## src/tss_pkg.sv

```systemverilog
package tss_pkg;

    // Storage geometry
    localparam int DEPTH      = 256;
    localparam int DATA_WIDTH = 32;
    localparam int ADDR_W     = (DEPTH > 1) ? $clog2(DEPTH) : 1;
    localparam int FILL_W     = $clog2(DEPTH + 1);

    // Port field widths
    localparam int VALUE_W  = 32;
    localparam int COUNT_W  = 9;
    localparam int STATUS_W = 2;

    typedef enum logic [1:0] {
        ACT_PUSH_ONE = 2'd0,
        ACT_PUSH_TWO = 2'd1,
        ACT_POP_ONE  = 2'd2,
        ACT_POP_TWO  = 2'd3
    } t_action;

    typedef enum logic [STATUS_W-1:0] {
        STAT_OK        = 2'd0,
        STAT_OVERFLOW  = 2'd1,
        STAT_UNDERFLOW = 2'd2
    } t_status;

    // Controller to datapath
    typedef struct packed {
        logic capture;
        logic load_out;
    } t_cmd;

endpackage

```

## src/tss_ctrl.sv

```systemverilog
module tss_ctrl (
    input  logic          i_clk,
    input  logic          i_rst_n,
    input  logic          i_valid,
    output logic          o_stall,
    output logic          o_valid,
    input  logic          i_stall,
    output tss_pkg::t_cmd o_cmd
);
    import tss_pkg::*;

    typedef enum logic [1:0] {
        ST_IDLE = 2'b01,
        ST_EXEC = 2'b10
    } t_state;

    t_state r_state, n_state;
    logic   r_out_valid, n_out_valid;
    logic   out_free;

    assign out_free = !r_out_valid || !i_stall;

    always_comb begin
        n_state      = r_state;
        o_cmd        = '0;
        unique case (r_state)
            ST_IDLE: begin
                if (i_valid) begin
                    o_cmd.capture = 1'b1;
                    n_state       = ST_EXEC;
                end
            end
            ST_EXEC: begin
                // hold the result until the output register frees up
                if (out_free) begin
                    o_cmd.load_out = 1'b1;
                    n_state        = ST_IDLE;
                end
            end
            default: n_state = ST_IDLE;
        endcase
    end

    always_comb begin
        if (o_cmd.load_out) begin
            n_out_valid = 1'b1;
        end else if (!i_stall) begin
            n_out_valid = 1'b0;
        end else begin
            n_out_valid = r_out_valid;
        end
    end

    always_ff @(posedge i_clk) begin
        if (!i_rst_n) begin
            r_state     <= ST_IDLE;
            r_out_valid <= 1'b0;
        end else begin
            r_state     <= n_state;
            r_out_valid <= n_out_valid;
        end
    end

    assign o_stall = (r_state != ST_IDLE);
    assign o_valid = r_out_valid;

endmodule

```

## config.mk

```make
export PLATFORM = sky130hd
export DESIGN_NAME = tss_ctrl
export DESIGN_NICKNAME = d
export VERILOG_FILES = /design/src/tss_pkg.sv /design/src/tss_ctrl.sv
export SDC_FILE = /design/constraint.sdc
export NUM_CORES = 1
export LEC_CHECK = 0
export BUFFER_PORTS_ARGS = -buffer_cell sky130_fd_sc_hd__buf_2
export CORE_AREA = 2 2 39 41
export CTS_CLUSTER_SIZE = 30
export DETAILED_ROUTE_END_ITERATION = 7
export DIE_AREA = 0 0 41 43
export HOLD_SLACK_MARGIN = 0.08
export SLEW_MARGIN = 20
export SYNTH_ARGS = -nofsm -noshare
export SYNTH_HDL_FRONTEND = slang
export SYNTH_SLANG_ARGS = --single-unit
export TNS_END_PERCENT = 5
```

## constraint.sdc

```tcl
create_clock -name i_clk -period 1 [get_ports i_clk]
set_clock_uncertainty 0.05 [all_clocks]
set_input_delay 0.05 -clock i_clk [delete_from_list [all_inputs] [get_ports i_clk]]
set_output_delay 0.05 -clock i_clk [all_outputs]
set_load 0.01 [all_outputs]
```

Word-level counts from Yosys, hierarchy flattened
Index checks and enable logic that the tools add are counted.

operators by class
  reductions and logical operators = 4
  multiplexer cells = 9
  eq/ne operators = 6

operator list
  cell                                                                   number
  1-bit 2-to-1 mux                                                       6
  2-bit 2-to-1 mux                                                       2
  2-bit by 1-bit != test with 1-bit output, second input constant        2
  2-bit != test, second input constant                                   2
  2-bit one-hot mux with 2 select lines                                  1
  2-bit by 1-bit equality test with 1-bit output, second input constant  1
  2-bit equality test, second input constant                             1
  1-bit logical NOT                                                      2
  2-bit AND reduction                                                    1
  1-bit logical OR                                                       1

word-level totals
  register bits = 3
  output and inout bits = 4
  bits of input ports = 4
  logic and storage cells = 21

Longest topological paths before layout
Gate-level depths: netlist of run 1.

  depth in word-level cells = 5
  mapped depth = 3
  mapped depth without buffers = 2

Least setup slack after synthesis of run 1
Ideal clock, no wire load.

  path kind = reg-to-reg
  start point = register r_state[1]
  end point = register r_state[1]
  setup time = 0.115 ns
  slack = 0.109 ns
  arrival time = 0.726 ns
  buffers on the path = 0
  cell stages (with the launch flop) = 3
  cells stage by stage = dfxtp_1 > and3b_1 > o21a_1

on the way
  longest elaborated chain between the ends = 3
  elaborated cells on any way between the ends = 6
  classes of those cells = eq/ne (4); mux (1); reduce/logical (1)

RTL lines
  element                                                                                       RTL line        source
  from (decl)                                                                                   tss_ctrl.sv:17  t_state r_state, n_state;
  from (signal assigned)                                                                        tss_ctrl.sv:59  r_state <= n_state;
  2-bit equality test / 2-bit by 1-bit equality test with 1-bit output (equally long branches)  tss_ctrl.sv:26  unique case (r_state)
  2-bit != test (no line)                                                                       -
  2-bit AND reduction (no line)                                                                 -

Several ways; a longest one is shown, not always the timed one.
A chain may end at the register's enable or synchronous reset.

==> results of run 1 <==
==> power breakdown <==
group	switching (mW)	leakage [nW]	internal (mW)	total, mW
logic	0.0196	0.0814	0.0360	0.0556
registers	0.00592	0.0247	0.127	0.133
clock network	0.0669	0.0150	0.150	0.217
total	0.0924	0.121	0.313	0.405
==> flip-flops by register name (all words and copies together), names as in the netlist <==
register and cells:
r_state 2, o_valid 1
==> placed cells by master (no fill, tap or decap), types with 2 or more instances in the layout <==
master / count
dlygate4sd3_1: 2
dfxtp_2: 2
buf_6: 2
clkbuf_4: 3
buf_2: 6
==> stage by stage <==
stage	cells	power, mW	hold WS, ns
floorplan	13	0.1502	0.07999
detailed placement	35	0.1662	0.2097
global placement	35	0.1660	0.2101
global route	42	0.4238	0.2333
CTS	42	0.4024	0.1911
finish	42	0.4055	0.2043
==> timing repair <==
item	CTS	global route
setup buffers	1	0
hold buffers	2	0
hold endpoints to repair	3	0
resized for setup	4	3
setup endpoints to repair	2	4
pin swaps	0	1
==> kinds of logic after synthesis <==
kind of cell / count (synthesis) / synth area share [%]
AO/OA/AOI/OAI: 4 / 19.60
AND/OR/NAND/NOR: 5 / 27.45
flip-flops: 3 / 47.06
buffers and inverters: 1 / 5.885
==> routing by layer <==
layer	GRT usage, %	vias to the layer above	share of wire, %
li1	-	70	-
met1	1.603	61	33
met3	1.571	0	5.0
met2	7.187	4	62
met5	0	-	0
met4	10.00	0	0
==> worst min-delay path: stages <==
cell and delay [ns]:
buf_2 0.10, and4b_1 0.22, o21ai_1 0.07
==> cell type report <==
type	count	area, um^2
Fill cell	157	1130
Multi-Input combinational cell	9	72.57
Timing Repair Buffer	10	72.57
Sequential cell	3	62.56
Clock buffer	4	26.28
Tap cell	16	20.02
==> final timing paths <==
check	from	end	slack, ns	cells past startpoint
worst max-delay path	r_state[1]$_SDFFE_PN0P_	o_cmd[1]	-0.04	2
worst min-delay path	i_stall	r_state[0]$_SDFFE_PN1P_	0.20	3
worst max register to register	r_state[1]$_SDFFE_PN0P_	r_state[1]$_SDFFE_PN0P_	-0.01	3
worst min register to register	o_valid$_SDFFE_PN0P_	o_valid$_SDFFE_PN0P_	0.45	2
==> results.cfg, run 1 <==
[logic_synthesis]
ys_top_cells_by_count = dfxtp_1 (3), nand2b_1 (2)
yosysWarnings = 0
synth.net_count = 17
synth-main-ff-cell = dfxtp_1
yosysUniqueCellTypes = 10
yosysTopAreaCell = dfxtp_1
synth-seq-cells = 3
ys_top_cells_by_area = dfxtp_1 (47%), nand2b_1 (9.8%), and4b_1 (7.8%)
synth_area_um2 = 127.6
avgSynthCellArea_um2 = 9.817
yosys.area.top_type_share_pct = 47.06
synth_edf_count = 0
async_flop_share_pct = 0
yosysSeqAreaShare_pct = 47.06
syn_inst = 13
synth_most_common_cell = dfxtp_1

[worst_setup_path]
cp.required_ns = 0.90
path_buf_inv = 1
critPathLaunchType = register
path_cells = and3b_2, buf_6
cp_data_arrival_time_ns = 0.94
setup.worst_path.end_class = output port
crit_family = flip-flops
cpPeakStageDelay_ns = 0.35
critical_path_peak_fanout = 4
crit_type = reg -> out
slowest_stage = dfxtp_2

[clock_tree]
clock_latency_ns = 0.23
path_clk_slew_ns = 0.04
htreeDepth = 1
cts_buffers = 3
root_buffer = clkbuf_4
clkSinkCount = 3
clockBufferDepth = 2
cts_tree = yes

[detailed_routing]
viasPerCell = 3.214
drt.antenna.violating_nets = 0
dr.pass1.iters = 2
via_count = 135
drc = 0
drt-total-wl_um = 317
drtIter0Drc = 1
wl_per_cell_um = 7.548

[floorplanning]
start_util_pct = 9.222
io_pins = 8
die_y_um = 43
dieArea_um2 = 1763
rows = 14
core_area_um2 = 1384
dieWidth_um = 41

[outcome]
violations = setup timing
outcome = finished, violations left

[timing]
slew_headroom_pct = 91.75
tns_ns = -0.05531
hold_viol_final = 0
slew_viol_final = 0
worst_pin_slew_ns = 0.1226
finalSetupViolCount = 3
rsz0062_at_grt = yes
fin_ws_ns = -0.03535
post-route-period-util_pct = 103.5
fmax_mhz = 965.9
post-route-min-period_ns = 1.035

[place]
dp_worst_setup_slack_ns = 0.1099
portBuffers = 7
hpwlAfterDp_um = 189.9
place.gp.congestion = 0.4784
dpl_cell_area_um2 = 175.2

[cells_and_area]
drive_gt1_share_pct = 61.54
nets = 31
areaGrowthSynthToFinish_pct = 99.02
design_area_um2 = 254.0
antenna_cells = 0
utilization_pct = 18.35

[power_and_ir_drop]
powerDensity_nw_per_um2 = 1596
p_leak_nw = 0.1210
peakVddDrop_v = 0.0001777

[global_route]
grt_overflow_total = 0
grt_pass1_vias = 143
track_usage_pct = 4.614
grt_max_degree = 5
antenna_found_initial = 0
grt_pass1_wl_um = 427

[run]
cap_violations = 0

[min_path]
hp-class = in -> reg
Note: power is estimated with default switching activity, not from simulation.
==> inputs of run 2 (changes only) <==
==> constraint.sdc (replaced) <==
create_clock -name i_clk -period 1 [get_ports i_clk]
set_clock_uncertainty 0.05 [all_clocks]
set_input_delay 0.1 -clock i_clk [delete_from_list [all_inputs] [get_ports i_clk]]
set_output_delay 0.1 -clock i_clk [all_outputs]
set_load 0.01 [all_outputs]
==> results.cfg, run 2 (synthesis gave the netlist of run 1 again) <==
[global_route]
grt_overflow_total = 0
antenna_found_initial = 0
grt_max_degree = 5
grt_pass1_vias = 143
track_usage_pct = 4.614
grt_pass1_wl_um = 427

[worst_setup_path]
critPathLaunchType = register
cp_data_arrival_time_ns = 0.93
reg2reg_depth = 3
reg2reg_to = r_state[1]$_SDFFE_PN0P_
crit_type = reg -> out
reg2reg_slack_ns = -0.04
setup.worst_path.end_class = output port
critical_path_peak_fanout = 4
reg2reg_from = r_state[1]$_SDFFE_PN0P_
cp.required_ns = 0.85

[timing]
worst_pin_slew_ns = 0.1223
post-route-min-period_ns = 1.077
hold_viol_final = 0
fmax_mhz = 928.5
whs_ns = 0.1125
rsz0062_at_grt = yes
finalSetupViolCount = 3
post-route-period-util_pct = 107.7
slew_headroom_pct = 91.77
slew_viol_final = 0
fin_ws_ns = -0.07702

[power_and_ir_drop]
clkPwrFrac_pct = 53.9
power.internal_mw = 0.3095
powerDensity_nw_per_um2 = 1646
p_leak_nw = 0.1166
pwr-share-seq_pct = 33.2
switching_share_pct = 22.92
p_sw_mw = 0.09201
peakVddDrop_v = 0.0001995
pwr-share-comb_pct = 12.9

[detailed_routing]
dr.pass1.iters = 1
drc = 0
drt-total-wl_um = 305
drtIter0Drc = 0
via_count = 131
viasPerCell = 3.195
wl_per_cell_um = 7.439
drt.antenna.violating_nets = 0

[place]
portBuffers = 7
placedCellCount = 35
place.gp.congestion = 0.4784
hpwlAfterDp_um = 189.9

[min_path]
hp-class = in -> reg
min_path_cells = 3
min_delay_worst_endpoint = o_valid$_SDFFE_PN0P_
min_from = i_stall

[clock_tree]
cts_buffers = 3
htreeDepth = 1
clockBufferDepth = 2
clock_latency_ns = 0.23
cts_tree = yes
root_buffer = clkbuf_4
path_clk_slew_ns = 0.04
clkSinkCount = 3

[floorplanning]
dieWidth_um = 41
dieArea_um2 = 1763
die_y_um = 43
core_area_um2 = 1384
rows = 14
io_pins = 8
start_util_pct = 9.222

[cells_and_area]
final_cell_mix = buf_2 (6), clkbuf_4 (3), dfxtp_2 (2)
largest_reg_flops = 2
top_register = r_state
layout_commonest_cell = buf_2
antenna_cells = 0
fill_cells = 155
areaGrowthSynthToFinish_pct = 91.18
layout.cells.non_filler = 41
drive_gt1_share_pct = 68.00
nets = 30

[outcome]
violations = setup timing
outcome = finished, violations left

[run]
cap_violations = 0
-- run 2: cell count changes in the layout (fill, tap and decap cells not counted) --
cell,before,now
o21ai_2,0,1
o21ai_1,1,0
buf_6,2,1
dlygate4sd3_1,2,1
buf_4,0,1
-- run 2: metal layers --
metal,vias to the layer above,part of all wire [%],global-route usage [%]
met5,-,0,0
met4,0,0,10.00
met3,0,5.2,1.571
met2,4,63,7.187
met1,59,31,1.603
li1,68,-,-
-- run 2: power groups by stage --
stage / Sequential, mW / Combinational [mW] / Clock, mW
2_1_floorplan: 0.132 / 0.0186 / 0
3_3_place_gp: 0.132 / 0.0342 / 0
3_5_place_dp: 0.132 / 0.0341 / 0
4_1_cts: 0.132 / 0.0493 / 0.218
5_1_grt: 0.134 / 0.0579 / 0.228
6_report: 0.133 / 0.0518 / 0.217
-- run 2: how the worst max path moves through the flow --
stage,from,to,depth (start not counted)
after floorplan,r_state[1]$_SDFFE_PN0P_,r_state[1]$_SDFFE_PN0P_,2
after global placement,r_state[0]$_SDFFE_PN1P_,r_state[1]$_SDFFE_PN0P_,2
after detailed placement,r_state[1]$_SDFFE_PN0P_,r_state[1]$_SDFFE_PN0P_,2
after CTS,r_state[1]$_SDFFE_PN0P_,o_cmd[1],2
after global routing,r_state[0]$_SDFFE_PN1P_,o_cmd[0],3
final,r_state[1]$_SDFFE_PN0P_,o_cmd[1],2
-- run 2: metrics by stage --
step	setup slack [ns]	instance area, um^2	power, mW	util, %	setup TNS (ns)
after global routing	-0.1125	244.0	0.4196	17.63	-0.3038
final	-0.07702	244.0	0.4015	17.63	-0.1830
after detailed placement	0.1099	175.2	0.1662	12.66	0
after floorplan	0.1092	127.6	0.1502	-	0
after CTS	-0.08749	235.2	0.3994	17.00	-0.2147
after global placement	0.1314	175.2	0.1660	12.66	0
-- run 2: worst max-delay path, cell delays in order (launching register included) --
cell and delay [ns]:
dfxtp_2 0.35, and3b_2 0.23, buf_6 0.12
-- run 2: final cells by class --
type,instances,area (um^2),share of cell area [%]
Multi-Input combinational cell,9,76.32,31.28
Sequential cell,3,62.56,25.64
Timing Repair Buffer,9,58.81,24.10
Clock buffer,4,26.28,10.77
Tap cell,16,20.02,8.205
-- run 2: what timing repair did --
action                                  CTS  global route
hold buffers                              1             0
endpoints found under the setup margin    2             5
resized for setup                         4             3
buffers inserted                          1             0
hold endpoints to repair                  2             0
